===== config.mk =====
export PLATFORM = sky130hd
export DESIGN_NAME = gamepad_serial_poller_flat
export DESIGN_NICKNAME = d
export VERILOG_FILES = /design/src/hdl/gsp_pkg.sv /design/src/hdl/gsp_ifs.sv /design/src/hdl/gsp_ram.sv /design/src/hdl/gsp_link.sv /design/src/hdl/gamepad_serial_poller.sv /design/src/flat_wrapper.sv
export VERILOG_INCLUDE_DIRS = /design/src /design/src/hdl
export SDC_FILE = /design/constraint.sdc
export NUM_CORES = 1
export LEC_CHECK = 0
export BUFFER_PORTS_ARGS = -buffer_cell sky130_fd_sc_hd__buf_2
export CAP_MARGIN = 30
export CORE_MARGIN = 1
export CORE_UTILIZATION = 62
export DETAILED_ROUTE_END_ITERATION = 8
export PLACE_DENSITY = 0.81
export SYNTH_ARGS = -nofsm -noshare
export SYNTH_HDL_FRONTEND = slang
export SYNTH_SLANG_ARGS = --single-unit
export TNS_END_PERCENT = 50

===== constraint.sdc =====
create_clock -name clk -period 5.27 [get_ports clk]
set_clock_uncertainty 0.05 [all_clocks]
set_input_delay 1.054 -clock clk [delete_from_list [all_inputs] [get_ports clk]]
set_output_delay 1.054 -clock clk [all_outputs]
set_load 0.02 [all_outputs]

===== src/hdl/gamepad_serial_poller_defines.svh =====
// assertion macros shared by the gamepad poller rtl
`ifndef GAMEPAD_SERIAL_POLLER_DEFINES_SVH
`define GAMEPAD_SERIAL_POLLER_DEFINES_SVH

`ifndef ASSERT_OFF

// same-cycle implication, sampled on clk, quiet during reset
`define GSP_ASSERT_IMP(lbl, ante, cons) \
	lbl: assert property (@(posedge clk) disable iff (!arst_n) (ante) |-> (cons)) \
		else $error("gamepad poller check failed");

// next-cycle implication, sampled on clk, quiet during reset
`define GSP_ASSERT_NEXT(lbl, ante, cons) \
	lbl: assert property (@(posedge clk) disable iff (!arst_n) (ante) |=> (cons)) \
		else $error("gamepad poller check failed");

`else

`define GSP_ASSERT_IMP(lbl, ante, cons)
`define GSP_ASSERT_NEXT(lbl, ante, cons)

`endif

`endif


===== src/hdl/gsp_pkg.sv =====
// types, constants and command tables of the gamepad poller
package gsp_pkg;

	localparam int POLL_FRAME_BYTES = 21;
	localparam int ADDR_W = $clog2(POLL_FRAME_BYTES);
	localparam int BYTE_W = $clog2(POLL_FRAME_BYTES + 1);
	localparam int ENTER_LEN = 5;
	localparam int CFG_LEN = 9;

	typedef logic [ADDR_W-1:0] addr_t;
	typedef logic [BYTE_W-1:0] byte_cnt_t;

	// input word mode codes; the spare code behaves as a tick
	typedef enum logic [1:0] {
		MODE_TICK     = 2'd0,
		MODE_POLL     = 2'd1,
		MODE_INIT     = 2'd2,
		MODE_TICK_ALT = 2'd3
	} mode_t;

	// init sequencer: poll frame, then the three config frames
	typedef enum logic [3:0] {
		STEP_POLL  = 4'b0001,
		STEP_ENTER = 4'b0010,
		STEP_LOCK  = 4'b0100,
		STEP_EXIT  = 4'b1000
	} step_t;

	localparam logic [7:0] CMD_START   = 8'h01;
	localparam logic [7:0] CMD_POLL    = 8'h42;
	localparam logic [7:0] CMD_CONFIG  = 8'h43;
	localparam logic [7:0] CMD_LOCK    = 8'h44;
	localparam logic [7:0] LOCK_ANALOG = 8'h03;
	localparam logic [7:0] PAD_EXIT    = 8'h5A;

	localparam logic [7:0] ENTER_CFG [ENTER_LEN] = '{
		CMD_START, CMD_CONFIG, 8'h00, 8'h01, 8'h00
	};
	localparam logic [7:0] LOCK_CFG [CFG_LEN] = '{
		CMD_START, CMD_LOCK, 8'h00, 8'h01, LOCK_ANALOG, 8'h00, 8'h00, 8'h00, 8'h00
	};
	localparam logic [7:0] EXIT_CFG [CFG_LEN] = '{
		CMD_START, CMD_CONFIG, 8'h00, 8'h00, PAD_EXIT, PAD_EXIT, PAD_EXIT, PAD_EXIT, PAD_EXIT
	};

	// pin levels
	typedef struct packed {
		logic sel;
		logic cmd;
		logic clk;
	} pins_t;

	localparam pins_t PINS_IDLE = '{sel: 1'b1, cmd: 1'b1, clk: 1'b1};
	localparam pins_t PINS_START = '{sel: 1'b0, cmd: 1'b1, clk: 1'b1};

	// response store write request
	typedef struct packed {
		logic       we;
		addr_t      addr;
		logic [7:0] data;
	} store_wr_t;

	// per-word result leaving the link sequencer
	typedef struct packed {
		pins_t       pins;
		logic        busy;
		logic        done;
		logic [15:0] buttons;
		logic        use_mem;
		logic [7:0]  alt_byte;
	} res_t;

	// sequencer status for the top level
	typedef struct packed {
		logic  active;
		logic  next_pending;
		step_t step;
		pins_t pins;
	} link_stat_t;

	// byte sent at a given place of the current frame
	function automatic logic [7:0] tx_byte(step_t step, byte_cnt_t idx);
		logic [7:0] b;
		b = 8'h00;
		case (step)
			STEP_ENTER: begin
				if (idx < BYTE_W'(ENTER_LEN)) b = ENTER_CFG[idx[2:0]];
			end
			STEP_LOCK: begin
				if (idx < BYTE_W'(CFG_LEN)) b = LOCK_CFG[idx[3:0]];
			end
			STEP_EXIT: begin
				if (idx < BYTE_W'(CFG_LEN)) b = EXIT_CFG[idx[3:0]];
			end
			default: begin
				if (idx == BYTE_W'(0)) b = CMD_START;
				else if (idx == BYTE_W'(1)) b = CMD_POLL;
			end
		endcase
		return b;
	endfunction

	// frame length in bytes
	function automatic byte_cnt_t frame_len(step_t step);
		byte_cnt_t n;
		case (step)
			STEP_ENTER: n = BYTE_W'(ENTER_LEN);
			STEP_LOCK:  n = BYTE_W'(CFG_LEN);
			STEP_EXIT:  n = BYTE_W'(CFG_LEN);
			default:    n = BYTE_W'(POLL_FRAME_BYTES);
		endcase
		return n;
	endfunction

	// store contents right after a poll frame starts
	function automatic logic [7:0] poll_default(logic [4:0] idx);
		logic [7:0] b;
		b = 8'h00;
		if (idx == 5'd0) b = CMD_START;
		else if (idx == 5'd1) b = CMD_POLL;
		return b;
	endfunction

endpackage


===== src/hdl/gsp_ifs.sv =====
// valid/ready channels of the gamepad poller

// input words
interface gsp_req_if;
	logic       valid;
	logic       ready;
	logic [1:0] mode;
	logic       data_in;
	logic [4:0] read_index;

	modport source (output valid, output mode, output data_in, output read_index, input ready);
	modport sink (input valid, input mode, input data_in, input read_index, output ready);
endinterface

// result words
interface gsp_rsp_if;
	logic        valid;
	logic        ready;
	logic        clock_level;
	logic        command_level;
	logic        select_n;
	logic        busy_res;
	logic        frame_done;
	logic [15:0] buttons;
	logic [7:0]  read_byte;

	modport source (output valid, output clock_level, output command_level, output select_n,
		output busy_res, output frame_done, output buttons, output read_byte, input ready);
	modport sink (input valid, input clock_level, input command_level, input select_n,
		input busy_res, input frame_done, input buttons, input read_byte, output ready);
endinterface

// configuration write
interface gsp_cfg_if;
	logic valid;
	logic ready;
	logic analog_lock;

	modport source (output valid, output analog_lock, input ready);
	modport sink (input valid, input analog_lock, output ready);
endinterface


===== src/hdl/gsp_ram.sv =====
// generic single-port-write, registered-read memory
module gsp_ram #(
	parameter int DEPTH = 21,
	parameter int WIDTH = 8,
	parameter int AW = $clog2(DEPTH)
) (
	input  logic             clk,
	input  logic             we,
	input  logic [AW-1:0]    waddr,
	input  logic [WIDTH-1:0] wdata,
	input  logic             re,
	input  logic [AW-1:0]    raddr,
	output logic [WIDTH-1:0] rdata
);

	logic [WIDTH-1:0] mem [DEPTH];

	// write port
	always_ff @(posedge clk) begin
		if (we) mem[waddr] <= wdata;
	end

	// read port, old data on a same-address write
	always_ff @(posedge clk) begin
		if (re) rdata <= mem[raddr];
	end

endmodule


===== src/hdl/gsp_link.sv =====
// link sequencer: half-bit ticks, frame and init sequencing, store writes
module gsp_link
	import gsp_pkg::*;
(
	input  logic       clk,
	input  logic       arst_n,
	input  logic       accept,
	input  logic [1:0] mode,
	input  logic       data_in,
	input  logic [4:0] read_index,
	input  logic       analog_lock,
	output store_wr_t  wr,
	output addr_t      rd_addr,
	output res_t       res_s1,
	output link_stat_t stat
);

	logic [7:0]  shift_q, n_shift;
	logic [2:0]  bit_q, n_bit;
	logic        phase_q, n_phase;
	byte_cnt_t   byte_q, n_byte;
	step_t       step_q, n_step;
	pins_t       pins_q, n_pins;
	logic        active_q, n_active;
	logic        lock_q, n_lock;
	logic        next_q, n_next;
	byte_cnt_t   fill_q, n_fill;
	logic        loaded_q, n_loaded;
	logic [15:0] btn_q, n_btn;

	logic       start, busy, do_begin, done;
	logic [7:0] tx, shift_new;
	store_wr_t  wr_c;
	logic       in_range, fwd, below_fill;

	assign start     = (mode == MODE_POLL) || (mode == MODE_INIT);
	assign busy      = active_q || next_q;
	assign tx        = tx_byte(step_q, byte_q);
	assign shift_new = shift_q | (8'(data_in) << bit_q);

	// next state for one word
	always_comb begin
		n_shift  = shift_q;
		n_bit    = bit_q;
		n_phase  = phase_q;
		n_byte   = byte_q;
		n_step   = step_q;
		n_pins   = pins_q;
		n_active = active_q;
		n_lock   = lock_q;
		n_next   = next_q;
		n_fill   = fill_q;
		n_loaded = loaded_q;
		n_btn    = btn_q;
		do_begin = 1'b0;
		done     = 1'b0;
		wr_c     = '0;
		if (start) begin
			if (!busy) begin
				n_step   = STEP_POLL;
				n_lock   = (mode == MODE_INIT) && analog_lock;
				do_begin = 1'b1;
			end
		end else if (!active_q) begin
			if (next_q) do_begin = 1'b1;
		end else if (!phase_q) begin
			// low phase: drive command bit
			n_pins.clk = 1'b0;
			n_pins.cmd = tx[bit_q];
			n_phase    = 1'b1;
		end else begin
			// rising phase: sample data line
			n_pins.clk = 1'b1;
			n_phase    = 1'b0;
			n_shift    = shift_new;
			n_bit      = bit_q + 3'd1;
			if (bit_q == 3'd7) begin
				n_shift = 8'h00;
				if (step_q == STEP_POLL) begin
					wr_c.we   = 1'b1;
					wr_c.addr = byte_q[ADDR_W-1:0];
					wr_c.data = shift_new;
					n_fill    = byte_q + BYTE_W'(1);
					if (byte_q == BYTE_W'(3)) n_btn[7:0] = shift_new;
					if (byte_q == BYTE_W'(4)) n_btn[15:8] = shift_new;
				end
				n_byte = byte_q + BYTE_W'(1);
				if (n_byte >= frame_len(step_q)) begin
					// frame end
					done     = 1'b1;
					n_active = 1'b0;
					n_byte   = '0;
					n_pins   = PINS_IDLE;
					case (step_q)
						STEP_POLL: begin
							if (lock_q) begin
								n_lock = 1'b0;
								n_step = STEP_ENTER;
								n_next = 1'b1;
							end else begin
								n_next = 1'b0;
							end
						end
						STEP_ENTER: begin
							n_step = STEP_LOCK;
							n_next = 1'b1;
						end
						STEP_LOCK: begin
							n_step = STEP_EXIT;
							n_next = 1'b1;
						end
						default: begin
							n_step = STEP_POLL;
							n_next = 1'b0;
						end
					endcase
				end
			end
		end
		// frame start; a poll frame reloads the store image
		if (do_begin) begin
			if (n_step == STEP_POLL) begin
				n_fill   = '0;
				n_loaded = 1'b1;
				n_btn    = 16'h0000;
			end
			n_shift  = 8'h00;
			n_bit    = 3'd0;
			n_phase  = 1'b0;
			n_byte   = '0;
			n_active = 1'b1;
			n_next   = 1'b0;
			n_pins   = PINS_START;
		end
	end

	// sequencer state
	always_ff @(posedge clk or negedge arst_n) begin
		if (!arst_n) begin
			shift_q  <= 8'h00;
			bit_q    <= 3'd0;
			phase_q  <= 1'b0;
			byte_q   <= '0;
			step_q   <= STEP_POLL;
			pins_q   <= PINS_IDLE;
			active_q <= 1'b0;
			lock_q   <= 1'b0;
			next_q   <= 1'b0;
			fill_q   <= '0;
			loaded_q <= 1'b0;
			btn_q    <= 16'h0000;
		end else if (accept) begin
			shift_q  <= n_shift;
			bit_q    <= n_bit;
			phase_q  <= n_phase;
			byte_q   <= n_byte;
			step_q   <= n_step;
			pins_q   <= n_pins;
			active_q <= n_active;
			lock_q   <= n_lock;
			next_q   <= n_next;
			fill_q   <= n_fill;
			loaded_q <= n_loaded;
			btn_q    <= n_btn;
		end
	end

	// store read: written entries from memory, others from the poll image
	assign in_range   = int'(read_index) < POLL_FRAME_BYTES;
	assign below_fill = int'(read_index) < int'(n_fill);
	assign fwd        = wr_c.we && in_range && (wr_c.addr == read_index[ADDR_W-1:0]);
	assign rd_addr    = read_index[ADDR_W-1:0];

	// result of this word, beside the memory read
	always_ff @(posedge clk) begin
		if (accept) begin
			res_s1.pins    <= n_pins;
			res_s1.busy    <= n_active || n_next;
			res_s1.done    <= done;
			res_s1.buttons <= ~n_btn;
			res_s1.use_mem <= in_range && below_fill && !fwd;
			if (fwd) res_s1.alt_byte <= wr_c.data;
			else if (in_range && n_loaded) res_s1.alt_byte <= poll_default(read_index);
			else res_s1.alt_byte <= 8'h00;
		end
	end

	assign wr                = '{we: wr_c.we && accept, addr: wr_c.addr, data: wr_c.data};
	assign stat.active       = active_q;
	assign stat.next_pending = next_q;
	assign stat.step         = step_q;
	assign stat.pins         = pins_q;

endmodule


===== src/hdl/gamepad_serial_poller.sv =====
// top level of the gamepad serial poller
// Drives a gamepad on a clocked serial link. Every word on req is one half-bit
// tick (mode tick), a poll-frame start or an init-sequence start, plus the
// sampled data line and an index into the stored poll response. For every
// accepted word one word leaves on rsp: pin levels, busy, frame done, the
// inverted button word and the stored byte at read_index.
// cfg writes the analog_lock bit; it is always ready and is taken at init start.
// Throughput is one word per cycle while rsp does not stall: the sequencer
// updates its state in the cycle a word is accepted, and the response store
// memory is written and read in that same cycle. An accepted word passes the
// registered memory read, then the output register, before rsp valid.
// When rsp stalls, the output register holds its word and one more word can
// still be accepted into the memory stage; req.ready then drops until rsp moves.
// Reset clears the sequencer to idle with all pins high and analog_lock to zero;
// the store reads as zeros until the first frame starts, so no clearing pass is needed.
module gamepad_serial_poller
	import gsp_pkg::*;
(
	input  logic      clk,
	input  logic      arst_n,
	gsp_req_if.sink   req,
	gsp_rsp_if.source rsp,
	gsp_cfg_if.sink   cfg
);

`include "gamepad_serial_poller_defines.svh"

	logic       analog_lock_q;
	logic       accept, adv;
	logic       valid_s1;
	store_wr_t  wr;
	addr_t      rd_addr;
	res_t       res_s1;
	link_stat_t stat;
	logic [7:0] ram_q;

	logic        valid_s2;
	pins_t       pins_s2;
	logic        busy_s2, done_s2;
	logic [15:0] buttons_s2;
	logic [7:0]  byte_s2;

	// configuration register
	assign cfg.ready = 1'b1;
	always_ff @(posedge clk or negedge arst_n) begin
		if (!arst_n) analog_lock_q <= 1'b0;
		else if (cfg.valid) analog_lock_q <= cfg.analog_lock;
	end

	// handshakes
	assign adv       = valid_s1 && (!valid_s2 || rsp.ready);
	assign req.ready = !valid_s1 || adv;
	assign accept    = req.valid && req.ready;

	gsp_link u_link (
		.clk         (clk),
		.arst_n      (arst_n),
		.accept      (accept),
		.mode        (req.mode),
		.data_in     (req.data_in),
		.read_index  (req.read_index),
		.analog_lock (analog_lock_q),
		.wr          (wr),
		.rd_addr     (rd_addr),
		.res_s1      (res_s1),
		.stat        (stat)
	);

	gsp_ram #(
		.DEPTH (POLL_FRAME_BYTES),
		.WIDTH (8),
		.AW    (ADDR_W)
	) u_ram (
		.clk   (clk),
		.we    (wr.we),
		.waddr (wr.addr),
		.wdata (wr.data),
		.re    (accept),
		.raddr (rd_addr),
		.rdata (ram_q)
	);

	// memory stage and output stage valids
	always_ff @(posedge clk or negedge arst_n) begin
		if (!arst_n) begin
			valid_s1 <= 1'b0;
			valid_s2 <= 1'b0;
		end else begin
			if (accept) valid_s1 <= 1'b1;
			else if (adv) valid_s1 <= 1'b0;
			if (adv) valid_s2 <= 1'b1;
			else if (rsp.ready) valid_s2 <= 1'b0;
		end
	end

	// output word register
	always_ff @(posedge clk) begin
		if (adv) begin
			pins_s2    <= res_s1.pins;
			busy_s2    <= res_s1.busy;
			done_s2    <= res_s1.done;
			buttons_s2 <= res_s1.buttons;
			byte_s2    <= res_s1.use_mem ? ram_q : res_s1.alt_byte;
		end
	end

	assign rsp.valid         = valid_s2;
	assign rsp.clock_level   = pins_s2.clk;
	assign rsp.command_level = pins_s2.cmd;
	assign rsp.select_n      = pins_s2.sel;
	assign rsp.busy_res      = busy_s2;
	assign rsp.frame_done    = done_s2;
	assign rsp.buttons       = buttons_s2;
	assign rsp.read_byte     = byte_s2;

	// checks
	`GSP_ASSERT_IMP(a_sel_low_only_in_frame, !stat.pins.sel, stat.active)
	`GSP_ASSERT_IMP(a_active_not_pending, stat.active, !stat.next_pending)
	`GSP_ASSERT_IMP(a_store_write_in_poll, wr.we, stat.active && (stat.step == STEP_POLL))
	`GSP_ASSERT_IMP(a_done_pins_idle, valid_s2 && done_s2, pins_s2 == PINS_IDLE)
	`GSP_ASSERT_NEXT(a_start_opens_frame,
		accept && !stat.active && !stat.next_pending && ((req.mode == MODE_POLL) || (req.mode == MODE_INIT)),
		stat.active && !stat.pins.sel)

endmodule


===== src/flat_wrapper.sv =====
// flat-port wrapper written by rule: the top's interface ports become plain ports
module gamepad_serial_poller_flat import gsp_pkg::*;
  (clk, arst_n, req_valid, req_mode, req_data_in, req_read_index, req_ready, rsp_valid, rsp_clock_level, rsp_command_level, rsp_select_n, rsp_busy_res, rsp_frame_done, rsp_buttons, rsp_read_byte, rsp_ready, cfg_valid, cfg_analog_lock, cfg_ready);
  gsp_req_if req_i ();
  gsp_rsp_if rsp_i ();
  gsp_cfg_if cfg_i ();
  input  logic clk;
  input  logic arst_n;
  input wire logic [$bits(req_i.valid)-1:0] req_valid;
  input wire logic [$bits(req_i.mode)-1:0] req_mode;
  input wire logic [$bits(req_i.data_in)-1:0] req_data_in;
  input wire logic [$bits(req_i.read_index)-1:0] req_read_index;
  output wire logic [$bits(req_i.ready)-1:0] req_ready;
  output wire logic [$bits(rsp_i.valid)-1:0] rsp_valid;
  output wire logic [$bits(rsp_i.clock_level)-1:0] rsp_clock_level;
  output wire logic [$bits(rsp_i.command_level)-1:0] rsp_command_level;
  output wire logic [$bits(rsp_i.select_n)-1:0] rsp_select_n;
  output wire logic [$bits(rsp_i.busy_res)-1:0] rsp_busy_res;
  output wire logic [$bits(rsp_i.frame_done)-1:0] rsp_frame_done;
  output wire logic [$bits(rsp_i.buttons)-1:0] rsp_buttons;
  output wire logic [$bits(rsp_i.read_byte)-1:0] rsp_read_byte;
  input wire logic [$bits(rsp_i.ready)-1:0] rsp_ready;
  input wire logic [$bits(cfg_i.valid)-1:0] cfg_valid;
  input wire logic [$bits(cfg_i.analog_lock)-1:0] cfg_analog_lock;
  output wire logic [$bits(cfg_i.ready)-1:0] cfg_ready;
  assign req_i.valid = req_valid;
  assign req_i.mode = req_mode;
  assign req_i.data_in = req_data_in;
  assign req_i.read_index = req_read_index;
  assign req_ready = req_i.ready;
  assign rsp_valid = rsp_i.valid;
  assign rsp_clock_level = rsp_i.clock_level;
  assign rsp_command_level = rsp_i.command_level;
  assign rsp_select_n = rsp_i.select_n;
  assign rsp_busy_res = rsp_i.busy_res;
  assign rsp_frame_done = rsp_i.frame_done;
  assign rsp_buttons = rsp_i.buttons;
  assign rsp_read_byte = rsp_i.read_byte;
  assign rsp_i.ready = rsp_ready;
  assign cfg_i.valid = cfg_valid;
  assign cfg_i.analog_lock = cfg_analog_lock;
  assign cfg_ready = cfg_i.ready;
  gamepad_serial_poller u_core (.clk(clk), .arst_n(arst_n), .req(req_i), .rsp(rsp_i), .cfg(cfg_i));
endmodule

# [After elaboration in Yosys (flattened, before gate mapping)]
# Memory sizes are Yosys's and may differ from the RTL's. A register that Yosys moved wholly into a read port is not among the register bits.
# Index checks and enable logic that the tools add are counted.
[word_totals] register_bits=111 ram_bits=168 rom_bits=320 in_bits=14 output_inout_bits=32 word_cells=218 n_memories=4
[mem_list] name="u_core.u_ram.mem" depth=21 width=8 read_ports=1 rd_clocked_by_memory_dff=1 write_ports=1 line_no="gsp_ram.sv:16" source="logic [WIDTH-1:0] mem [DEPTH];"
[mem_list] name="(no name shown)" depth=16 width=8 read_ports=1 rd_clocked_by_memory_dff=0 write_ports=0 line_no="gsp_pkg.sv:93" source="if (idx < BYTE_W'(CFG_LEN)) b = EXIT_CFG[idx[3:0]];"
[mem_list] name="(no name shown)" depth=16 width=8 read_ports=1 rd_clocked_by_memory_dff=0 write_ports=0 line_no="gsp_pkg.sv:90" source="if (idx < BYTE_W'(CFG_LEN)) b = LOCK_CFG[idx[3:0]];"
[mem_list] name="(no name shown)" depth=8 width=8 read_ports=1 rd_clocked_by_memory_dff=0 write_ports=0 line_no="gsp_pkg.sv:87" source="if (idx < BYTE_W'(ENTER_LEN)) b = ENTER_CFG[idx[2:0]];"
[classes] add_sub_neg=2 n_lt_le_gt_ge=8 n_eq_ne=15 shift=1 mux=113 bitwise=7 reduce_logical=36
[op_table] operator="$mux W8" n=19
[op_table] operator="$mux W16" n=7
[op_table] operator="$mux W5" n=17
[op_table] operator="$mux W14" n=5
[op_table] operator="$mux W1" n=39
[op_table] operator="$mux W4" n=7
[op_table] operator="$mux W7" n=4
[op_table] operator="$mux W3" n=9
[op_table] operator="$pmux W8 S3" n=1
[op_table] operator="$reduce_bool A2 Y1" n=10
[op_table] operator="$not A16 Y16" n=1
[op_table] operator="$pmux W4 S3" n=1
[op_table] operator="$eq A5 B1 Y1 const B" n=2
[op_table] operator="$logic_not A5 Y1" n=2
[op_table] operator="$pmux W5 S2" n=1
[op_table] operator="$logic_and A1 B1 Y1" n=9
[op_table] operator="$eq A4 B1 Y1 const B" n=2
[op_table] operator="$or A8 B8 Y8" n=1
[op_table] operator="$shl A1 B3 Y8" n=1
[op_table] operator="$reduce_and A7 Y1" n=1
[op_table] operator="$add A5 B1 Y5 const B" n=1
[op_table] operator="$eq A5 B2 Y1 const B" n=1
[op_table] operator="$eq A5 B3 Y1 const B" n=1
[op_table] operator="$eq A5 B5 Y1" n=1
[op_table] operator="other kinds (30)" n=39

# [Longest topological paths before layout]
# Gate-level depths: netlist (run 1).
[depth] word_depth=19 depth_mapped=19 depth_no_buf=16

# [By module]
# From an unflattened synthesis (run 1), not the netlist that was laid out.
[hier_totals] cells_unflattened=855 area_unflattened_um2=12473.2
[modules_own_cells] mod="gsp_ram" n_inst=1 cells_each=372 area_per_inst_um2=6924.1 seq_area_each_um2=5285.1
[modules_own_cells] mod="gsp_link" n_inst=1 cells_each=433 area_per_inst_um2=4410.5 seq_area_each_um2=2132.0
[modules_own_cells] mod="gamepad_serial_poller" n_inst=1 cells_each=50 area_per_inst_um2=1138.6 seq_area_each_um2=945.9

# [Least setup slack after synthesis (run 1)]
# Ideal clock, no wire load.
[synth_path] path_kind="reg-to-reg" startpoint="reg u_core.u_link.byte_q[2]" endpoint="reg u_core.u_link.res_s1[8] (netlist name)" setup_ns=0.146 arrival_ns=3.494 required_ns=5.074 path_slack_ns=1.580 path_stages_with_launch=18 n_path_buf=2 period_less_slack_ns=3.690 path_cell_list="dfrtp_1 clkbuf_1 clkbuf_1 nand3_1 xor2_1 inv_1 ha_1 o211ai_1 o21a_1 o21ai_0 a21oi_4 or3_1 ha_1 a21oi_1 nor2b_1 o21ai_0 nand3_1 a21oi_1"
[synth_between] elab_chain_cells=13 elab_cells_between_ends=26 cone_classes="add/sub: 1; order compare: 2; eq/ne: 2; mux: 17; reduce/logical: 4"
[synth_lines] element="from (decl)" line_no="gsp_link.sv:21" source="byte_cnt_t byte_q, n_byte;"
[synth_lines] element="from (signal assigned)" line_no="gsp_link.sv:156" source="byte_q <= n_byte;"
[synth_lines] element="$add A5 B1 Y5" line_no="gsp_link.sv:83, gsp_link.sv:87"
[synth_lines] element="$ge A5 B5 Y1" line_no="gsp_link.sv:88" source="if (n_byte >= frame_len(step_q)) begin"
[synth_lines] element="$mux W4" line_no="gsp_link.sv:88"
[synth_lines] element="$mux W4" line_no="gsp_link.sv:77" source="if (bit_q == 3'd7) begin"
[synth_lines] element="$mux W4" line_no="gsp_link.sv:66" source="end else if (!phase_q) begin"
[synth_lines] element="$mux W4" line_no="gsp_link.sv:64" source="end else if (!active_q) begin"
[synth_lines] element="$mux W4" line_no="gsp_link.sv:58" source="if (start) begin"
[synth_lines] element="$eq A4 B1 Y1" line_no="gsp_link.sv:122" source="if (n_step == STEP_POLL) begin"
[synth_lines] element="$mux W5" line_no="gsp_link.sv:122"
[synth_lines] element="$mux W5" line_no="gsp_link.sv:121" source="if (do_begin) begin"
[synth_lines] element="$lt A5 B5 Y1" line_no="gsp_link.sv:170" source="assign below_fill = int'(read_index) < int'(n_fill);"
[synth_lines] element="$logic_and A1 B1 Y1" line_no="gsp_link.sv:181" source="res_s1.use_mem <= in_range && below_fill && !fwd;"
[synth_lines] element="$logic_and A1 B1 Y1 (*)" line_no="gsp_link.sv:181"
# Mark *: on every way between the ends. The rest lies on a longest branch, timed or not.
# A chain may end at the register's enable or synchronous reset.

# [Worst setup path after layout (run 1)]
[layout_path] startpoint="reg u_core.u_link.byte_q[0]" endpoint="reg u_core.u_link.res_s1[8] (netlist name)"
[layout_between] elab_chain_cells=13 elab_cells_between_ends=26 cone_classes="add/sub: 1; order compare: 2; eq/ne: 2; mux: 17; reduce/logical: 4"
[layout_lines] element="$add A5 B1 Y5" line_no="gsp_link.sv:83, gsp_link.sv:87"
[layout_lines] element="$ge A5 B5 Y1" line_no="gsp_link.sv:88"
[layout_lines] element="$mux W4" line_no="gsp_link.sv:88"
[layout_lines] element="$mux W4" line_no="gsp_link.sv:77"
[layout_lines] element="$mux W4" line_no="gsp_link.sv:66"
[layout_lines] element="$mux W4" line_no="gsp_link.sv:64"
[layout_lines] element="$mux W4" line_no="gsp_link.sv:58"
[layout_lines] element="$eq A4 B1 Y1" line_no="gsp_link.sv:122"
[layout_lines] element="$mux W5" line_no="gsp_link.sv:122"
[layout_lines] element="$mux W5" line_no="gsp_link.sv:121"
[layout_lines] element="$lt A5 B5 Y1" line_no="gsp_link.sv:170"
[layout_lines] element="$logic_and A1 B1 Y1" line_no="gsp_link.sv:181"
[layout_lines] element="$logic_and A1 B1 Y1 (*)" line_no="gsp_link.sv:181"
# Marks and branches as above.

==> run_results.csv, run 1 <==
group,metric,value,unit
outcome,status,"completed",
layout,nFillCells,1145,
floorplanning,die_h,142.0,µm
worst_setup_path,critical_path.startpoint_type,"register",
timing,finalSetupViolCount,0,
placement,placedCellCount,1097,
placement,dp_hpwl,17.54,mm
worst_setup_path,path_common_cell,"sky130_fd_sc_hd__ha_1",
floorplanning,floorplan.core_area,0.01896,mm²
timing,grt_setup_unrepaired,"no",
worst_setup_path,worstSetupPathType,"register to register",
worst_setup_path,cp_top_family,"compound AO/OA/AOI/OAI gates",
floorplanning,num_rows,50,
timing,final-max-slew-violation-count,0,
power,ir_worst_vdd,241.3,µV
power,cellPowerDensity,393.9,mW/mm²
timing,worst_slew_pin_slew,970.8,ps
placement,io_buffer_count,44,
global_route,antenna_found_initial,0,
layout,nets,895,
yosys,synth_ff_type,"sky130_fd_sc_hd__edfxtp_1",
power,leakage,5.024,nW
yosys,synthArstFlopShare,18.12,%
power,total_design_power,5.352,mW
placement,detailed_place.area,0.01260,mm²
floorplanning,num_io_pins,46,
timing,min_period,4202,ps
layout,final_cell_mix,"235 x sky130_fd_sc_hd__edfxtp_1, 76 x sky130_fd_sc_hd__nor2_1, 52 x sky130_fd_sc_hd__nand2_1",
clock_network,holdBufCountCts,0,
worst_setup_path,startpoint,"u_core.u_link.byte_q[0]$_DFFE_PN0P_",
worst_setup_path,worstPathCellList,"ha_1 > nand3_1 > xor2_1 > inv_1 > ha_1 > o211ai_1 > o21a_1 > o21ai_0 > a21o_1 > nand2_1 > ha_1 > a21oi_1 > nor2b_1 > o21ai_0 > nand3_1 > a21oi_1",
drt,routed_wirelength,27.18,mm
worst_setup_path,reg2reg_from,"u_core.u_link.byte_q[0]$_DFFE_PN0P_",
floorplanning,die_w,142.0,µm
floorplanning,floorplan.die_area,0.02017,mm²
placement,place_congestion,0.9530,
worst_setup_path,max_stage_delay,590,ps
floorplanning,start_util,64.13,%
yosys,synth-seq-cells,287,
yosys,post_synth_instance_area,0.01216,mm²
layout,final_core_utilization,71.68,%
yosys,synthesis.nets,855,
worst_setup_path,worst-path-max-fanout,18,
layout,most_common_cell_after_layout_fill_and_taps_aside,"sky130_fd_sc_hd__edfxtp_1",
drt,antenna_violation_net_count_after_detailed_routing,0,
yosys,syn_inst,827,
worst_setup_path,critical_path.n_buffers_inverters,1,
worst_setup_path,timing.critical_path.to_type,"register",
timing,timing.final.ws_setup,1068,ps
clock_network,clk_latency,530,ps
flow_run,drv_cap,0,
worst_setup_path,library_cell_contributing_the_largest_single_delay_on_the_critical_path,"sky130_fd_sc_hd__dfrtp_1",
yosys,yosysWarningCount,0,
layout,drive_above_1_share,17.34,%
worst_hold_path,worstHoldStart,"u_core.u_link.res_s1[26]$_DFFE_PP_",
clock_network,htree_num_levels,1,
layout,antenna-diode-count,0,
clock_network,ctsResizeCount,0,
yosys,synth_sequential_area_ratio,68.80,%
drt,drcViolationCount,0,
drt,drtIter0Drc,1033,
yosys,synth.lib_cells_used.distinct,65,
worst_hold_path,min_path_type,"register to register",
clock_network,clk_pin_slew_worst_paths,70,ps
global_route,grt_first_pass_wirelength,41.77,mm
clock_network,clkSinkCount,287,
global_route,grt_start_max_net_pins,62,
clock_network,tritoncts,"built",
clock_network,clock_tree.buffer_depth,3,
global_route,total_gr_overflow,0,
timing,fmax,238.0,MHz
clock_network,cts_setup_buffers,0,
yosys,synth-edff-count,235,
layout,final_cells,1148,
timing,final_hold_violations,0,
global_route,groute.usage.overall,27.76,%
worst_setup_path,required,5600,ps
global_route,via_count_of_the_first_global_routing_pass,7339,
worst_setup_path,r2r_slack,1070,ps
clock_network,cts_buffers,27,
timing,setup_total_negative_slack,0,ps
drt,route.detailed.vias_per_inst,6.751,
worst_setup_path,cp_data_arrival_time,4530,ps
drt,drt_pre_antenna_iters,5,
layout,finish.instance_area,0.01359,mm²
drt,routedWlPerCell,23.68,µm
timing,ratio_of_final_minimum_period_to_clock_period,79.73,%
drt,num_vias,7750,
clock_network,clk_tree_root_cell,"sky130_fd_sc_hd__clkbuf_16",
placement,pre_cts_ws,960.3,ps
yosys,postSynthAreaPerCell,14.70,µm²
timing,final.hold.worst_slack,361.5,ps
timing,max_slew_margin,35.28,%
layout,area_growth,11.79,%
-- layer usage --
metal	global-route usage, %	share of wire, %
met5	0	0
met3	5.686	11
met4	10.02	3.4
met2	44.25	47
met1	38.29	38
-- logic make-up after synthesis --
kind of cell	count (synthesis)	share of synthesized area (%)
other	1	0.03085
adders and majority gates	14	1.441
DFF	287	68.80
muxes	77	8.914
xor gates and xnor gates	9	0.6485
buffers and inverters	65	2.254
AOI/OAI and AO/OA	167	9.563
and+or+nand+nor	207	8.348
-- synthesized netlist by cell type (all sizes together), types with 2 or more instances --
| master | count | area [µm²] |
|---|---|---|
| edfxtp | 235 | 7057 |
| nor2 | 78 | 302.8 |
| nand2 | 52 | 195.2 |
| dfrtp | 48 | 1201 |
| mux2i | 43 | 430.4 |
| o21ai | 34 | 177.7 |
| a21oi | 33 | 176.4 |
| buf | 24 | 120.1 |
| clkbuf | 24 | 90.09 |
| mux4 | 24 | 540.5 |
| o211ai | 18 | 135.1 |
| o221ai | 16 | 140.1 |
| o2bb2ai | 16 | 140.1 |
| inv | 15 | 56.30 |
| ha | 14 | 175.2 |
| nor3 | 14 | 70.07 |
| nand3 | 13 | 75.07 |
| o22ai | 11 | 68.82 |
| mux2 | 10 | 112.6 |
| nand2b | 9 | 56.30 |
| a22o | 8 | 70.07 |
| xor2 | 8 | 70.07 |
| a31oi | 6 | 37.54 |
| nand4 | 6 | 37.54 |
| nor2b | 6 | 37.54 |
| or3 | 5 | 31.28 |
| dfstp | 4 | 105.1 |
| nand4b | 4 | 35.03 |
| nor4 | 4 | 31.28 |
| o311ai | 4 | 35.03 |
| a21o | 3 | 22.52 |
| and3 | 3 | 18.77 |
| nand3b | 3 | 22.52 |
| nor4b | 3 | 41.29 |
| o21a | 3 | 22.52 |
| o22a | 3 | 26.28 |
| a211o | 2 | 17.52 |
| and4 | 2 | 17.52 |
| clkinv | 2 | 7.510 |
| o31ai | 2 | 15.01 |
-- power breakdown --
part | switching [mW] | internal, mW | total [mW]
clock network | 0.821 | 1.25 | 2.07
logic | 0.407 | 0.212 | 0.619
registers | 0.126 | 2.53 | 2.66
-- area by class of cell --
cell class / instances / area [µm²] / area share, %
multi-input cells: 475 / 3518 / 25.89
clock buffers: 31 / 700.7 / 5.157
well taps: 260 / 325.3 / 2.394
inverters: 17 / 63.81 / 0.4696
clock inverters: 19 / 261.5 / 1.924
flip-flops and latches: 287 / 8363 / 61.55
repair buffers: 59 / 355.3 / 2.615
-- flip-flops by register name, indices dropped and copies added, names as in the netlist, 3 cells and up --
register	flops
u_core.rsp.buttons	16
u_core.rsp.read_byte	8
u_core.u_link.bit_q	3
u_core.u_link.btn_q	16
u_core.u_link.byte_q	5
u_core.u_link.fill_q	5
u_core.u_link.res_s1	30
u_core.u_link.shift_q	8
u_core.u_link.stat	3
u_core.u_link.step_q	4
u_core.u_ram.mem	168
u_core.u_ram.rdata	8
-- worst paths after layout --
path,to,depth (start not counted)
max in group asynchronous,u_core.u_link.btn_q[15]$_DFFE_PN0P_,2
hold / removal,u_core.rsp.busy_res$_DFFE_PP_,0
setup / recovery,u_core.u_link.res_s1[8]$_DFFE_PP_,16
setup reg to reg,u_core.u_link.res_s1[8]$_DFFE_PP_,16
hold reg to reg,u_core.rsp.busy_res$_DFFE_PP_,0
min in group asynchronous,u_core.u_link.step_q[1]$_DFFE_PN0P_,2
Note: power is estimated with default switching activity, not from simulation.
==> run 2: changes to the inputs <==
- CORE_UTILIZATION: 62 -> 56
- PLACE_DENSITY: 0.81 -> 0.77
- clock period: 5.27 -> 3.51 ns (I/O delays scaled with it)
==> run_results.csv, run 2 (synthesis results as in run 1) <==
group,metric,value,unit
timing,final-max-slew-violation-count,0,
power,leakage,5.349,nW
placement,pre_cts_ws,154.3,ps
floorplanning,die_w,149.3,µm
global_route,antenna_found_initial,0,
layout,area_growth,15.85,%
layout,most_common_cell_after_layout_fill_and_taps_aside,"sky130_fd_sc_hd__edfxtp_1",
floorplanning,die_h,149.3,µm
flow_run,drv_cap,0,
power,cellPowerDensity,579.2,mW/mm²
timing,ratio_of_final_minimum_period_to_clock_period,94.83,%
timing,worst_slew_pin_slew,804.6,ps
global_route,via_count_of_the_first_global_routing_pass,6980,
drt,routed_wirelength,25.39,mm
worst_setup_path,required,3860,ps
drt,route.detailed.vias_per_inst,5.991,
worst_setup_path,timing.critical_path.to_type,"register",
clock_network,tritoncts,"built",
layout,nets,960,
drt,drtIter0Drc,683,
drt,drcViolationCount,0,
drt,antenna_violation_net_count_after_detailed_routing,0,
worst_setup_path,worstPathCellList,"ha_1 > nand3_1 > xor2_1 > inv_1 > ha_1 > o211ai_1 > o21a_1 > o21ai_2 > a21oi_4 > or3_1 > ha_1 > a21oi_2 > nor2b_1 > o21ai_1 > nand3_1 > a21oi_1",
timing,fmax,300.4,MHz
floorplanning,num_io_pins,46,
clock_network,clk_tree_root_cell,"sky130_fd_sc_hd__clkbuf_16",
timing,timing.final.ws_setup,181.5,ps
worst_setup_path,worst-path-max-fanout,4,
timing,min_period,3329,ps
layout,area.sequential,0.008363,mm²
layout,reg.largest.list,"u_core.u_ram.mem x168, u_core.u_link.res_s1 x30",
global_route,grt_first_pass_wirelength,39.26,mm
worst_setup_path,library_cell_contributing_the_largest_single_delay_on_the_critical_path,"sky130_fd_sc_hd__dfrtp_1",
power,total_design_power,8.157,mW
floorplanning,floorplan.core_area,0.02115,mm²
global_route,total_gr_overflow,0,
layout,drive_above_1_share,22.96,%
timing,max_slew_margin,45.65,%
worst_setup_path,max_stage_delay,380,ps
clock_network,htree_num_levels,1,
worst_setup_path,cp_data_arrival_time,3680,ps
placement,dp_hpwl,16.65,mm
worst_setup_path,path_common_cell,"sky130_fd_sc_hd__ha_1",
clock_network,clkSinkCount,287,
floorplanning,start_util,57.46,%
floorplanning,num_rows,53,
timing,final_hold_violations,0,
clock_network,cts_buffers,28,
layout,nFillCells,1394,
clock_network,clk_pin_slew_worst_paths,60,ps
clock_network,holdBufCountCts,0,
global_route,grt_start_max_net_pins,40,
placement,place_congestion,0.8696,
placement,io_buffer_count,44,
layout,max_flop_register,"u_core.u_ram.mem",
drt,routedWlPerCell,20.66,µm
placement,placedCellCount,1176,
worst_setup_path,critical_path.startpoint_type,"register",
timing,final.hold.worst_slack,97.75,ps
layout,final_cell_mix,"235 x sky130_fd_sc_hd__edfxtp_1, 79 x sky130_fd_sc_hd__buf_4, 76 x sky130_fd_sc_hd__nor2_1",
global_route,groute.usage.overall,23.44,%
worst_setup_path,worstSetupPathType,"register to register",
layout,antenna-diode-count,0,
power,ir_worst_vdd,358.6,µV
outcome,status,"completed",
layout,largest_reg_flops,168,
floorplanning,floorplan.die_area,0.02230,mm²
drt,num_vias,7363,
timing,setup_total_negative_slack,0,ps
clock_network,clock_tree.buffer_depth,3,
clock_network,clk_latency,570,ps
worst_hold_path,min_path_type,"input port to asynchronous set/reset pin",
timing,finalSetupViolCount,0,
drt,drt_pre_antenna_iters,5,
layout,multiInputGateArea,0.003526,mm²
layout,final_cells,1229,
[run 2: cell count changes in the layout (fill, tap and decap cells not counted), sizes merged]
cell / before / now
inv: 17 / 16
buf: 59 / 123
clkbuf: 31 / 32
clkinv: 10 / 16
clkinvlp: 3 / 1
bufinv: 6 / 4
[run 2: path summary, 6_finish.rpt]
kind	depth (start not counted)	start	endpoint	slack, ps
min	1	arst_n	u_core.u_link.fill_q[0]$_DFFE_PN0P_	100
max reg2reg	16	u_core.u_link.byte_q[0]$_DFFE_PN0P_	u_core.u_link.res_s1[8]$_DFFE_PP_	180
min in group clk	2	req_valid	u_core.valid_s1$_DFFE_PN0P_	330
max	16	u_core.u_link.byte_q[0]$_DFFE_PN0P_	u_core.u_link.res_s1[8]$_DFFE_PP_	180
max in group asynchronous	2	arst_n	u_core.u_link.stat[2]$_DFFE_PN1P_	2470
min reg2reg	0	u_core.u_link.res_s1[27]$_DFFE_PP_	u_core.rsp.clock_level$_DFFE_PP_	370
[run 2: per-stage QoR]
step | cell area (µm²) | util (%)
finish | 14080 | 66.57
global route | 14080 | 66.57
CTS | 14070 | 66.50
detailed placement | 13110 | 61.97
global placement | 13110 | 61.97
floorplan | 12160 | -
[run 2: layout make-up]
cell class / count / share of cell area [%]
Clock buffer: 32 / 5.153
Clock inverter: 20 / 1.644
Inverter: 17 / 0.4531
Multi-Input combinational cell: 475 / 25.04
Sequential cell: 287 / 59.39
Tap cell: 275 / 2.443
Timing Repair Buffer: 123 / 5.882
[run 2: power by group]
part | internal, mW | switching (mW) | total [mW] | leakage (nW)
logic | 0.442 | 0.732 | 1.17 | 1.74
registers | 3.81 | 0.0974 | 3.90 | 3.14
clock network | 1.79 | 1.29 | 3.08 | 0.469
total | 6.04 | 2.12 | 8.16 | 5.35
[run 2: critical path: cells and delay by family (launching register included)]
family,cells,cell delay (ps)
AND/OR/NAND/NOR,4,620
buffers and inverters,1,90
AO/OA/AOI/OAI,7,1020
XOR/XNOR,1,180
adder cells (fa/ha/maj),3,830
flip-flops,1,380
[run 2: metal layers]
| metal | track usage [%] | wire, µm | vias up |
|---|---|---|---|
| li1 | - | - | 3424 |
| met1 | 34.69 | 11130 | 3601 |
| met2 | 36.44 | 11840 | 296 |
| met3 | 3.578 | 1986 | 42 |
| met4 | 6.276 | 432 | 0 |
| met5 | 0 | 0 | - |
[run 2: timing repair]
action | in CTS | in global routing
endpoints found under the setup margin | 0 | 1
buffers inserted | 0 | 1
gates resized for setup | 0 | 3
==> run 3: changes to the inputs <==
- SYNTH_HIERARCHICAL: default -> 1
==> run_results.csv, run 3 <==
group,metric,value,unit
worst_hold_path,min_path_type,"input port to asynchronous set/reset pin",
power,ir_worst_vdd,327.9,µV
drt,drcViolationCount,0,
outcome,status,"completed",
worst_setup_path,reg2reg_from,"u_core/u_link/bit_q[0]$_DFFE_PN0P_",
timing,max_slew_margin,34.23,%
worst_setup_path,required,3740,ps
global_route,total_gr_overflow,0,
clock_network,ctsResizeCount,0,
global_route,grt_start_max_net_pins,52,
floorplanning,floorplan.core_area,0.02182,mm²
layout,final_cell_mix,"235 x sky130_fd_sc_hd__edfxtp_1, 71 x sky130_fd_sc_hd__nand2_1, 59 x sky130_fd_sc_hd__nor2_1",
timing,fmax,317.6,MHz
floorplanning,die_w,151.2,µm
timing,timing.final.ws_setup,361.2,ps
yosys,postSynthAreaPerCell,14.61,µm²
worst_setup_path,worst_r2r_endpoint,"u_core/u_link/res_s1[8]$_DFFE_PP_",
drt,num_vias,7586,
timing,final-max-slew-violation-count,0,
worst_setup_path,critical_path.n_buffers_inverters,2,
placement,place_congestion,0.8733,
worst_setup_path,rr_worst_depth,12,
layout,most_common_cell_after_layout_fill_and_taps_aside,"sky130_fd_sc_hd__edfxtp_1",
clock_network,cts_buffers,28,
global_route,via_count_of_the_first_global_routing_pass,6914,
layout,max_flop_register,"u_core/u_ram/mem",
worst_setup_path,critical_path.startpoint_type,"register",
timing,worst_slew_pin_slew,982.0,ps
clock_network,holdBufCountCts,0,
worst_setup_path,worstPathCellList,"ha_1 > ha_1 > and4_1 > buf_4 > nand2_1 > buf_4 > nor2_1 > or3_1 > ha_1 > nand3_1 > o21ai_0 > a211oi_1",
layout,reg.largest.list,"u_core/u_ram/mem x168, u_core/u_link/res_s1 x30",
global_route,antenna_found_initial,0,
drt,route.detailed.vias_per_inst,6.178,
placement,pre_cts_ws,358.1,ps
yosys,synthesis.nets,881,
worst_setup_path,path_common_cell,"sky130_fd_sc_hd__ha_1",
layout,largest_reg_flops,168,
floorplanning,die_h,151.2,µm
worst_setup_path,cp_top_family,"adder cells",
timing,final_hold_violations,0,
clock_network,tritoncts,"built",
worst_setup_path,worstSetupPathType,"register to register",
layout,drive_above_1_share,21.62,%
timing,min_period,3149,ps
placement,dp_hpwl,16.61,mm
worst_setup_path,r2r_slack,360,ps
floorplanning,start_util,57.09,%
clock_network,clock_tree.buffer_depth,3,
clock_network,clkSinkCount,287,
placement,io_buffer_count,44,
power,leakage,4.640,nW
worst_setup_path,library_cell_contributing_the_largest_single_delay_on_the_critical_path,"sky130_fd_sc_hd__dfrtp_1",
timing,setup_total_negative_slack,0,ps
yosys,post_synth_instance_area,0.01246,mm²
floorplanning,num_rows,54,
drt,routedWlPerCell,20.80,µm
layout,final_core_utilization,64.00,%
drt,routed_wirelength,25.54,mm
yosys,yosysWarningCount,6,
layout,antenna-diode-count,0,
flow_run,drv_cap,0,
clock_network,cts_setup_buffers,0,
global_route,grt_first_pass_wirelength,39.06,mm
drt,antenna_violation_net_count_after_detailed_routing,0,
clock_network,clk_latency,540,ps
layout,nets,954,
timing,finalSetupViolCount,0,
clock_network,clk_pin_slew_worst_paths,60,ps
floorplanning,num_io_pins,46,
worst_setup_path,timing.critical_path.to_type,"register",
drt,drt_pre_antenna_iters,5,
yosys,syn_inst,853,
clock_network,htree_num_levels,1,
floorplanning,floorplan.die_area,0.02285,mm²
worst_setup_path,worst-path-max-fanout,13,
clock_network,clk_tree_root_cell,"sky130_fd_sc_hd__clkbuf_16",
timing,ratio_of_final_minimum_period_to_clock_period,89.71,%
worst_setup_path,max_stage_delay,520,ps
global_route,groute.usage.overall,22.79,%
layout,finish.instance_area,0.01397,mm²
layout,area_growth,12.10,%
drt,drtIter0Drc,900,
placement,detailed_place.area,0.01308,mm²
timing,grt_setup_unrepaired,"no",
worst_setup_path,cp_data_arrival_time,3380,ps
power,cellPowerDensity,553.3,mW/mm²
[run 3: routing by layer]
metal / share of wire, % / GRT usage [%] / routed length, µm
met2: 47 / 34.82 / 11930
met5: 0 / 0 / 0
met3: 8.3 / 3.283 / 2115
met1: 43 / 34.11 / 10940
met4: 2.2 / 6.700 / 557
[run 3: how the worst max path moves through the flow]
stage / startpoint / endpoint / slack [ps] / cells after the start
after floorplan: rsp_ready / u_core/u_ram/mem[9][0]$_DFFE_PP_ / 20 / 7
after global placement: req_mode[0] / u_core/u_link/res_s1[8]$_DFFE_PP_ / 390 / 12
after detailed placement: req_mode[0] / u_core/u_link/res_s1[8]$_DFFE_PP_ / 360 / 12
after CTS: u_core/u_link/bit_q[0]$_DFFE_PN0P_ / u_core/u_link/res_s1[8]$_DFFE_PP_ / 430 / 12
after global routing: u_core/u_link/bit_q[0]$_DFFE_PN0P_ / u_core/u_link/res_s1[8]$_DFFE_PP_ / 280 / 12
final: u_core/u_link/bit_q[0]$_DFFE_PN0P_ / u_core/u_link/res_s1[8]$_DFFE_PP_ / 360 / 12
[run 3: area by class of cell]
cell class / count / area, µm²
clock buffer: 32 / 737.0
sequential: 287 / 8363
inverter: 18 / 67.56
timing repair buffer: 99 / 648.1
tap: 280 / 350.3
multi-input combinational: 492 / 3654
fill: 1514 / 7858
clock inverter: 20 / 146.4
[run 3: worst reg2reg max path, cell delays in order, from the launching register on]
cell	delay, ps
sky130_fd_sc_hd__dfrtp_1	520
sky130_fd_sc_hd__ha_1	270
sky130_fd_sc_hd__ha_1	250
sky130_fd_sc_hd__and4_1	250
sky130_fd_sc_hd__buf_4	160
sky130_fd_sc_hd__nand2_1	80
sky130_fd_sc_hd__buf_4	200
sky130_fd_sc_hd__nor2_1	50
sky130_fd_sc_hd__or3_1	300
sky130_fd_sc_hd__ha_1	300
sky130_fd_sc_hd__nand3_1	80
sky130_fd_sc_hd__o21ai_0	250
sky130_fd_sc_hd__a211oi_1	120
[run 3: per-stage QoR]
step / total power [mW] / hold slack [ps] / cells
finish: 7.727 / 129.8 / 1228
global route: 7.986 / 155.0 / 1228
CTS: 7.755 / 133.3 / 1228
detailed placement: 4.926 / 354.5 / 1176
global placement: 4.903 / 353.8 / 1176
floorplan: 4.612 / 350.3 / 853
[run 3: where the power goes]
part           switching [mW]  total, mW  internal [mW]
Sequential              0.103       3.89           3.78
Clock                    1.20       2.85           1.64
Combinational           0.623      0.992          0.369
